`config.mk`:
```
export PLATFORM = sky130hd
export DESIGN_NAME = sacc_ctrl
export DESIGN_NICKNAME = d
export VERILOG_FILES = /design/src/sacc_pkg.sv /design/src/sacc_ctrl.sv
export VERILOG_INCLUDE_DIRS = /design/src /design/src/src
export SDC_FILE = /design/constraint.sdc
export NUM_CORES = 1
export LEC_CHECK = 0
export BUFFER_PORTS_ARGS = -buffer_cell sky130_fd_sc_hd__buf_4
export CAP_MARGIN = 5
export CORE_MARGIN = 3
export CORE_UTILIZATION = 52
export CTS_CLUSTER_DIAMETER = 100
export DETAILED_ROUTE_END_ITERATION = 16
export GPL_ROUTABILITY_DRIVEN = 0
export GPL_TIMING_DRIVEN = 1
export PLACE_DENSITY = 0.9
export SLEW_MARGIN = 15
export SYNTH_ARGS = -nofsm -noshare
export SYNTH_HDL_FRONTEND = slang
export SYNTH_SLANG_ARGS = --single-unit
```
`constraint.sdc`:
```
create_clock -name clk -period 2.45 [get_ports clk]
set_input_delay 0.1225 -clock clk [delete_from_list [all_inputs] [get_ports clk]]
set_output_delay 0.1225 -clock clk [all_outputs]
set_load 0.02 [all_outputs]
```
`src/set_assoc_cache_controller_defines.svh`:
```
// Assertion macros used by the cache controller RTL.
// Needs clk and arst_n in the scope of the module that uses them.
`ifndef SET_ASSOC_CACHE_CONTROLLER_DEFINES_SVH
`define SET_ASSOC_CACHE_CONTROLLER_DEFINES_SVH

// same-cycle implication
`define SACC_ASSERT_IMP(lbl, ante, cons) \
	lbl: assert property (@(posedge clk) disable iff (!arst_n) (ante) |-> (cons)) \
		else $error("%m: check failed");

// next-cycle implication
`define SACC_ASSERT_NXT(lbl, ante, cons) \
	lbl: assert property (@(posedge clk) disable iff (!arst_n) (ante) |=> (cons)) \
		else $error("%m: check failed");

`endif

```
`src/sacc_pkg.sv`:
```
// Constants, codes, helper functions and control structs of the cache controller.
// No dependencies; the datapath, controller, top level and bench import this package.
`default_nettype none
package sacc_pkg;
	localparam int WAYS        = 4;
	localparam int SETS        = 64;
	localparam int BLOCK_WORDS = 8;

	localparam int WAY_W   = $clog2(WAYS);
	localparam int SET_W   = $clog2(SETS);
	localparam int WORD_W  = $clog2(BLOCK_WORDS);
	localparam int OFF_W   = WORD_W + 2;
	localparam int TAG_W   = 32 - OFF_W - SET_W;
	localparam int LINES   = SETS * WAYS;
	localparam int LINE_W  = SET_W + WAY_W;
	localparam int DADDR_W = LINE_W + WORD_W;
	localparam int DWORDS  = LINES * BLOCK_WORDS;
	localparam int AGE_W   = 16;
	localparam int META_W  = WAYS * AGE_W + WAY_W;
	localparam int TROW_W  = WAYS * TAG_W;

	localparam logic [AGE_W-1:0] AGE_MAX = '1;

	localparam logic [1:0] OP_READ  = 2'd0;
	localparam logic [1:0] OP_WRITE = 2'd1;
	localparam logic [1:0] OP_FILL  = 2'd2;
	localparam logic [1:0] OP_NONE  = 2'd3;

	localparam logic [1:0] SZ_BYTE = 2'd0;
	localparam logic [1:0] SZ_HALF = 2'd1;
	localparam logic [1:0] SZ_WORD = 2'd2;

	localparam int CFG_IDX_W = 2;
	localparam logic [CFG_IDX_W-1:0] REG_WB_MODE  = 2'd0;
	localparam logic [CFG_IDX_W-1:0] REG_WR_ALLOC = 2'd1;
	localparam logic [CFG_IDX_W-1:0] REG_REPL     = 2'd2;

	typedef enum logic [2:0] {
		KIND_READ  = 3'd0,
		KIND_WDONE = 3'd1,
		KIND_FETCH = 3'd2,
		KIND_WBACK = 3'd3,
		KIND_WTHRU = 3'd4,
		KIND_BUSY  = 3'd5
	} kind_t;

	typedef struct packed {
		logic  latch_req;
		logic  load_acc;
		logic  fill_wr;
		logic  rd_rows;
		logic  cap_rows;
		logic  tag_upd;
		logic  hit_upd;
		logic  victim_upd;
		logic  wb_rd;
		logic  wb_step;
		logic  set_busy;
		logic  data_rd;
		logic  data_wr;
		logic  touch;
		logic  emit;
		kind_t emit_kind;
		logic  emit_last;
	} cmd_t;

	typedef struct packed {
		logic       busy;
		logic       hit;
		logic       is_write;
		logic       alloc;
		logic       evict;
		logic       fill_last;
		logic       wb_last;
		logic       wt_differ;
		logic [1:0] op;
		logic       out_free;
	} sts_t;

	function automatic logic [31:0] size_mask(input logic [1:0] sz);
		return (sz == SZ_BYTE) ? 32'h0000_00FF :
		       (sz == SZ_HALF) ? 32'h0000_FFFF : 32'hFFFF_FFFF;
	endfunction

	function automatic logic [31:0] align_addr(input logic [31:0] a, input logic [1:0] sz);
		return (sz == SZ_WORD) ? {a[31:2], 2'b00} :
		       (sz == SZ_HALF) ? {a[31:1], 1'b0} : a;
	endfunction
endpackage
`default_nettype wire

```
`src/sacc_ctrl.sv`:
```
// Controller state machine: sequences lookup, writeback, fetch, fill, finish, busy reject and write-around.
// Depends on sacc_pkg and the assertion macro header.
`default_nettype none
`include "set_assoc_cache_controller_defines.svh"
module sacc_ctrl (
	input  logic           clk,
	input  logic           arst_n,
	input  logic           req_valid,
	output logic           req_ready,
	input  sacc_pkg::sts_t sts,
	output sacc_pkg::cmd_t cmd
);
	import sacc_pkg::*;

	typedef enum logic [15:0] {
		S_IDLE  = 16'h0001,
		S_DEC   = 16'h0002,
		S_REJ   = 16'h0004,
		S_FILL  = 16'h0008,
		S_RD    = 16'h0010,
		S_CAP   = 16'h0020,
		S_CHK   = 16'h0040,
		S_FUPD  = 16'h0080,
		S_WA1   = 16'h0100,
		S_WA2   = 16'h0200,
		S_WBRD  = 16'h0400,
		S_WBOUT = 16'h0800,
		S_FETCH = 16'h1000,
		S_DRD   = 16'h2000,
		S_FIN   = 16'h4000,
		S_WDONE = 16'h8000
	} state_t;

	state_t state_q, state_d;
	logic   fill_q, fill_d;

	assign req_ready = (state_q == S_IDLE);

	always_comb begin
		state_d = state_q;
		fill_d  = fill_q;
		cmd     = '0;
		cmd.emit_kind = KIND_READ;
		unique case (state_q)
			S_IDLE: begin
				cmd.latch_req = req_valid;
				if (req_valid) state_d = S_DEC;
			end
			S_DEC: begin
				priority if (sts.op == OP_NONE) begin
					state_d = S_IDLE;
				end else if (sts.op == OP_FILL) begin
					state_d = sts.busy ? S_FILL : S_IDLE;
				end else if (sts.busy) begin
					state_d = S_REJ;
				end else begin
					cmd.load_acc = 1'b1;
					fill_d  = 1'b0;
					state_d = S_RD;
				end
			end
			S_REJ: begin
				if (sts.out_free) begin
					cmd.emit = 1'b1;
					cmd.emit_kind = KIND_BUSY;
					cmd.emit_last = 1'b1;
					state_d = S_IDLE;
				end
			end
			S_FILL: begin
				cmd.fill_wr = 1'b1;
				if (sts.fill_last) begin
					fill_d  = 1'b1;
					state_d = S_RD;
				end else begin
					state_d = S_IDLE;
				end
			end
			S_RD: begin
				cmd.rd_rows = 1'b1;
				state_d = S_CAP;
			end
			S_CAP: begin
				cmd.cap_rows = 1'b1;
				state_d = fill_q ? S_FUPD : S_CHK;
			end
			S_CHK: begin
				priority if (sts.hit) begin
					cmd.hit_upd = 1'b1;
					state_d = S_DRD;
				end else if (sts.is_write && !sts.alloc) begin
					state_d = S_WA1;
				end else begin
					cmd.victim_upd = 1'b1;
					state_d = sts.evict ? S_WBRD : S_FETCH;
				end
			end
			S_FUPD: begin
				cmd.tag_upd = 1'b1;
				state_d = S_DRD;
			end
			S_WA1: begin
				if (sts.out_free) begin
					cmd.emit = 1'b1;
					cmd.emit_kind = KIND_WTHRU;
					state_d = S_WA2;
				end
			end
			S_WA2: begin
				if (sts.out_free) begin
					cmd.emit = 1'b1;
					cmd.emit_kind = KIND_WDONE;
					cmd.emit_last = 1'b1;
					state_d = S_IDLE;
				end
			end
			S_WBRD: begin
				cmd.wb_rd = 1'b1;
				state_d = S_WBOUT;
			end
			S_WBOUT: begin
				if (sts.out_free) begin
					cmd.emit = 1'b1;
					cmd.emit_kind = KIND_WBACK;
					cmd.wb_step = 1'b1;
					state_d = sts.wb_last ? S_FETCH : S_WBRD;
				end
			end
			S_FETCH: begin
				if (sts.out_free) begin
					cmd.emit = 1'b1;
					cmd.emit_kind = KIND_FETCH;
					cmd.emit_last = 1'b1;
					cmd.set_busy = 1'b1;
					state_d = S_IDLE;
				end
			end
			S_DRD: begin
				cmd.data_rd = 1'b1;
				state_d = S_FIN;
			end
			S_FIN: begin
				if (sts.out_free) begin
					cmd.touch = 1'b1;
					if (!sts.is_write) begin
						cmd.emit = 1'b1;
						cmd.emit_kind = KIND_READ;
						cmd.emit_last = 1'b1;
						state_d = S_IDLE;
					end else begin
						cmd.data_wr = 1'b1;
						// forward only in write-through mode and when the stored lanes change
						cmd.emit = sts.wt_differ;
						cmd.emit_kind = KIND_WTHRU;
						state_d = S_WDONE;
					end
				end
			end
			S_WDONE: begin
				if (sts.out_free) begin
					cmd.emit = 1'b1;
					cmd.emit_kind = KIND_WDONE;
					cmd.emit_last = 1'b1;
					state_d = S_IDLE;
				end
			end
			default: state_d = S_IDLE;
		endcase
	end

	always_ff @(posedge clk or negedge arst_n) begin
		if (!arst_n) begin
			state_q <= S_IDLE;
			fill_q  <= 1'b0;
		end else begin
			state_q <= state_d;
			fill_q  <= fill_d;
		end
	end

	`SACC_ASSERT_IMP(a_emit_free, cmd.emit, sts.out_free)
	`SACC_ASSERT_IMP(a_fill_pending, cmd.fill_wr, sts.busy)
	`SACC_ASSERT_NXT(a_fetch_pends, cmd.set_busy, sts.busy)
	`SACC_ASSERT_IMP(a_touch_idle_free, cmd.touch && cmd.victim_upd, 1'b0)
endmodule
`default_nettype wire

```
==> results.md <==
STA:
- Once routing completed, OpenROAD measured the worst setup slack at -0.03793 ns.
- The number of hold violations in the final report is 0.
- The minimum period implied by the final worst setup slack is 2.488 ns.
- The highest clock rate is 401.9 MHz.
- The total negative slack for setup checks is -0.03793 ns.
- Of the available clock period, the critical path in the final layout requires 1.015.
- Setup violations remaining at the end of the flow were counted as 1.
- The count of pins over their slew limit was 0.
- On the final layout, the worst clock skew is 0.008499 ns.
- The worst-case headroom to the max-slew limit is 0.6169.
- The actual slew at the worst max-slew pin is 0.5694 ns.

Critical path:
- The critical path required time is 2.33 ns.
- The maximum fanout encountered on the critical timing path is 6.
- The arrival time of data at the critical path endpoint is 2.37 ns.
- STA classifies the critical path startpoint as a flip-flop.
- The critical path start-end classification is reg -> out.
- The depth of the most critical reg-to-reg path is 7.
- The worst setup path is captured at an output port.

Synth:
- The proportion of register bits with asynchronous set or reset after synthesis is 1.000.
- Of the post-synthesis cell area, the dominant cell type holds 0.3213.
- The per-instance average area after synthesis is 8.536 µm².
- The most frequent cell after synthesis is sky130_fd_sc_hd__nor2_1.
- The register bit total from synthesis is 17.
- Counting instances in the post-synthesis netlist gives the leading cell types as sky130_fd_sc_hd__nor2_1, sky130_fd_sc_hd__nand2_1, sky130_fd_sc_hd__dfrtp_1.
- The cell area that synthesis handed to floorplanning was 1246 µm².
- Counting every instance in the synthesized netlist gives 146.
- The net count after synthesis is 160.
- The warning count from the yosys run is 0.
- The number of enable flip-flop cells after synthesis is 0.
- The number of distinct standard cells referenced by the synthesized netlist is 47.
- For this run, the register share of the synthesized area comes to 0.3424.
- The synthesized design spends more area on one cell type than any other, namely sky130_fd_sc_hd__dfrtp_1.
- The most common flop cell mapped by yosys is sky130_fd_sc_hd__dfrtp_1.
- Ranked by total cell area, the synthesized netlist is headed by sky130_fd_sc_hd__dfrtp_1, sky130_fd_sc_hd__nor2_1, sky130_fd_sc_hd__nand2_1, sky130_fd_sc_hd__nor4_4, sky130_fd_sc_hd__nor3_1.

Placed design:
- The number of buffers inserted by port buffering is 33.
- Before CTS, the worst setup slack after placement is 0.1803 ns.
- Detailed placement finished with a half-perimeter wire length of 2.619 mm.

Clocking:
- The number of buffers on the longest clock path is 2.
- The root cell of the clock tree is sky130_fd_sc_hd__clkbuf_4.
- The TritonCTS buffer count is 3.
- The later pin in the worst-skew pair is clocked with a latency of 0.30 ns.
- After clock tree synthesis, the clock-pin slew on the worst setup and hold paths is 0.10 ns.
- The clock net sink count is 17.
- TritonCTS built the clock tree.
- The H-tree depth is 1.

Global routing:
- The global-route wire length before repair is 5.451 mm.
- The number of global-route vias before repair is 1205.
- The global routing met2 resource utilization is 0.4350.
- The global routing's busiest layer is met2.
- For this run, global-route usage on met3 was measured as 0.04290.
- For this run, the total global-route usage over all layers was measured as 0.2535.
- The number of antenna violations at the first check in global routing is 0.
- The global routing usage on met1 is 0.3193.
- Summed over all layers, the global routing overflow is 0.
- The maximum number of pins on one net before global-route repair is 18.

Final layout:
- Measured on the finished design, the core utilization comes to 0.7591.
- After the last flow step, the layout net total stands at 207.
- In the final layout, the share of cells above drive strength 1 is 0.3698.
- The number of diodes added for antenna fixing is 0.
- The area added between synthesis and finish is 36.04%.

Route:
- The routed layout has 1442 vias.
- The wire length per cell is 19.05 µm.
- The number of vias per cell after detailed routing is 6.555.
- The number of design-rule violations left by the first detailed-router iteration is 131.
- The remaining design rule violation count is 0.
- The first TritonRoute pass finished after 6 iterations.
- After detailed routing, the total wire length is 4.192 mm.
- In this run the remaining antenna-violating nets after routing total 0.

Power and ir drop:
- IR analysis of the VDD net gives a maximum drop of 0.5912 mV.
- The power after layout is 0.9844 mW.
- The leakage dissipation is 0.8613 nW.
- The total power density per cell area is 580.6 nW/µm².

Floorplanning:
- The die is 54.96 µm tall.
- After floorplanning, the core was divided into 17 placement rows.
- The floorplan step defined a core boundary enclosing 2233 µm².
- The initial utilization of the core area, before any placement, comes to 0.5580.
- The number of top-level pins is 34.
- The width of the die is 54.96 µm.
- The die covers 3020 µm².

Status:
- The final reports fail on setup timing.
- The run finished, with violations left.

Job:
- The max capacitance violation total is 0.

Min path:
- The class of the most critical hold timing path is in -> reg.
- Along the worst hold path, the cell count comes to 2.
## routing by layer
metal  part of all wire  wire [µm]
met3               0.13        528
met5                  0          0
met1               0.35       1482
met4              0.050        208
met2               0.47       1973
## metrics by stage
stage	hold slack, ns	instances	area, µm²
3_3_place_gp	-0.005295	208	1545
5_1_grt	0.07674	220	1695
4_1_cts	0.06932	214	1603
3_5_place_dp	-0.002879	208	1545
6_report	0.07500	220	1695
2_1_floorplan	-0.1731	146	1246
## registers in the layout (all words and copies together) (netlist names)
register	cells
fill_q	1
state_q	16
## cell type report
type | instances | area (µm²)
multi-input combinational | 115 | 815.8
fill | 147 | 538.0
sequential | 17 | 432.9
timing repair buffer | 46 | 347.8
inverter | 10 | 37.54
tap | 28 | 35.03
clock buffer | 4 | 26.28
## layout by cell type (no fill, tap or decap), types with 3 or more instances in the layout
| cell | n |
|---|---|
| sky130_fd_sc_hd__nor3_1 | 6 |
| sky130_fd_sc_hd__buf_4 | 45 |
| sky130_fd_sc_hd__and2_1 | 5 |
| sky130_fd_sc_hd__a21oi_1 | 7 |
| sky130_fd_sc_hd__nor4_1 | 3 |
| sky130_fd_sc_hd__a21o_1 | 3 |
| sky130_fd_sc_hd__dfrtp_2 | 5 |
| sky130_fd_sc_hd__nand2_1 | 16 |
| sky130_fd_sc_hd__inv_1 | 9 |
| sky130_fd_sc_hd__clkbuf_4 | 3 |
| sky130_fd_sc_hd__nor4_4 | 3 |
| sky130_fd_sc_hd__nand4b_1 | 4 |
| sky130_fd_sc_hd__nand2b_1 | 3 |
| sky130_fd_sc_hd__nor2_1 | 19 |
| sky130_fd_sc_hd__dfrtp_1 | 11 |
## cell families after synthesis
logic type	Yosys count	share of synthesized area
multiplexers	2	0.01807
AO/OA/AOI/OAI	26	0.1586
flip-flops	17	0.3424
buffers and inverters	14	0.04718
AND/OR/NAND/NOR	84	0.4127
XOR/XNOR	3	0.02109
## power by group
part           leakage [nW]  switching [mW]  internal (mW)
registers             0.223          0.0414          0.315
clock network        0.0150          0.0918         0.0634
logic                 0.623           0.259          0.213
## final timing paths
| check | slack (ns) | endpoint | startpoint |
|---|---|---|---|
| min in group asynchronous | 0.21 | state_q[10] | arst_n |
| max in group asynchronous | 1.97 | state_q[0] | arst_n |
| min | 0.08 | state_q[11] | sts[0] |
| max | -0.04 | cmd[4] | state_q[12] |
| max reg2reg | 0.14 | state_q[12] | state_q[8] |
| min reg2reg | 0.51 | state_q[7] | fill_q |
## critical path, cell delays in order, from the launching register on
cell                      delay, ns
sky130_fd_sc_hd__dfrtp_1       0.47
sky130_fd_sc_hd__or4b_1        0.63
sky130_fd_sc_hd__nor3_1        0.36
sky130_fd_sc_hd__o21ai_0       0.23
sky130_fd_sc_hd__nand2_1       0.11
sky130_fd_sc_hd__o31a_1        0.12
sky130_fd_sc_hd__buf_4         0.14
## timing repair
action	in CTS	in global routing
endpoints found under the hold margin	17	0
buffers inserted	1	6
gates resized for setup	6	11
pin swaps	1	4
hold buffers	1	0
setup endpoints to repair	3	6
No activity file was read; power rests on OpenSTA's default activity.
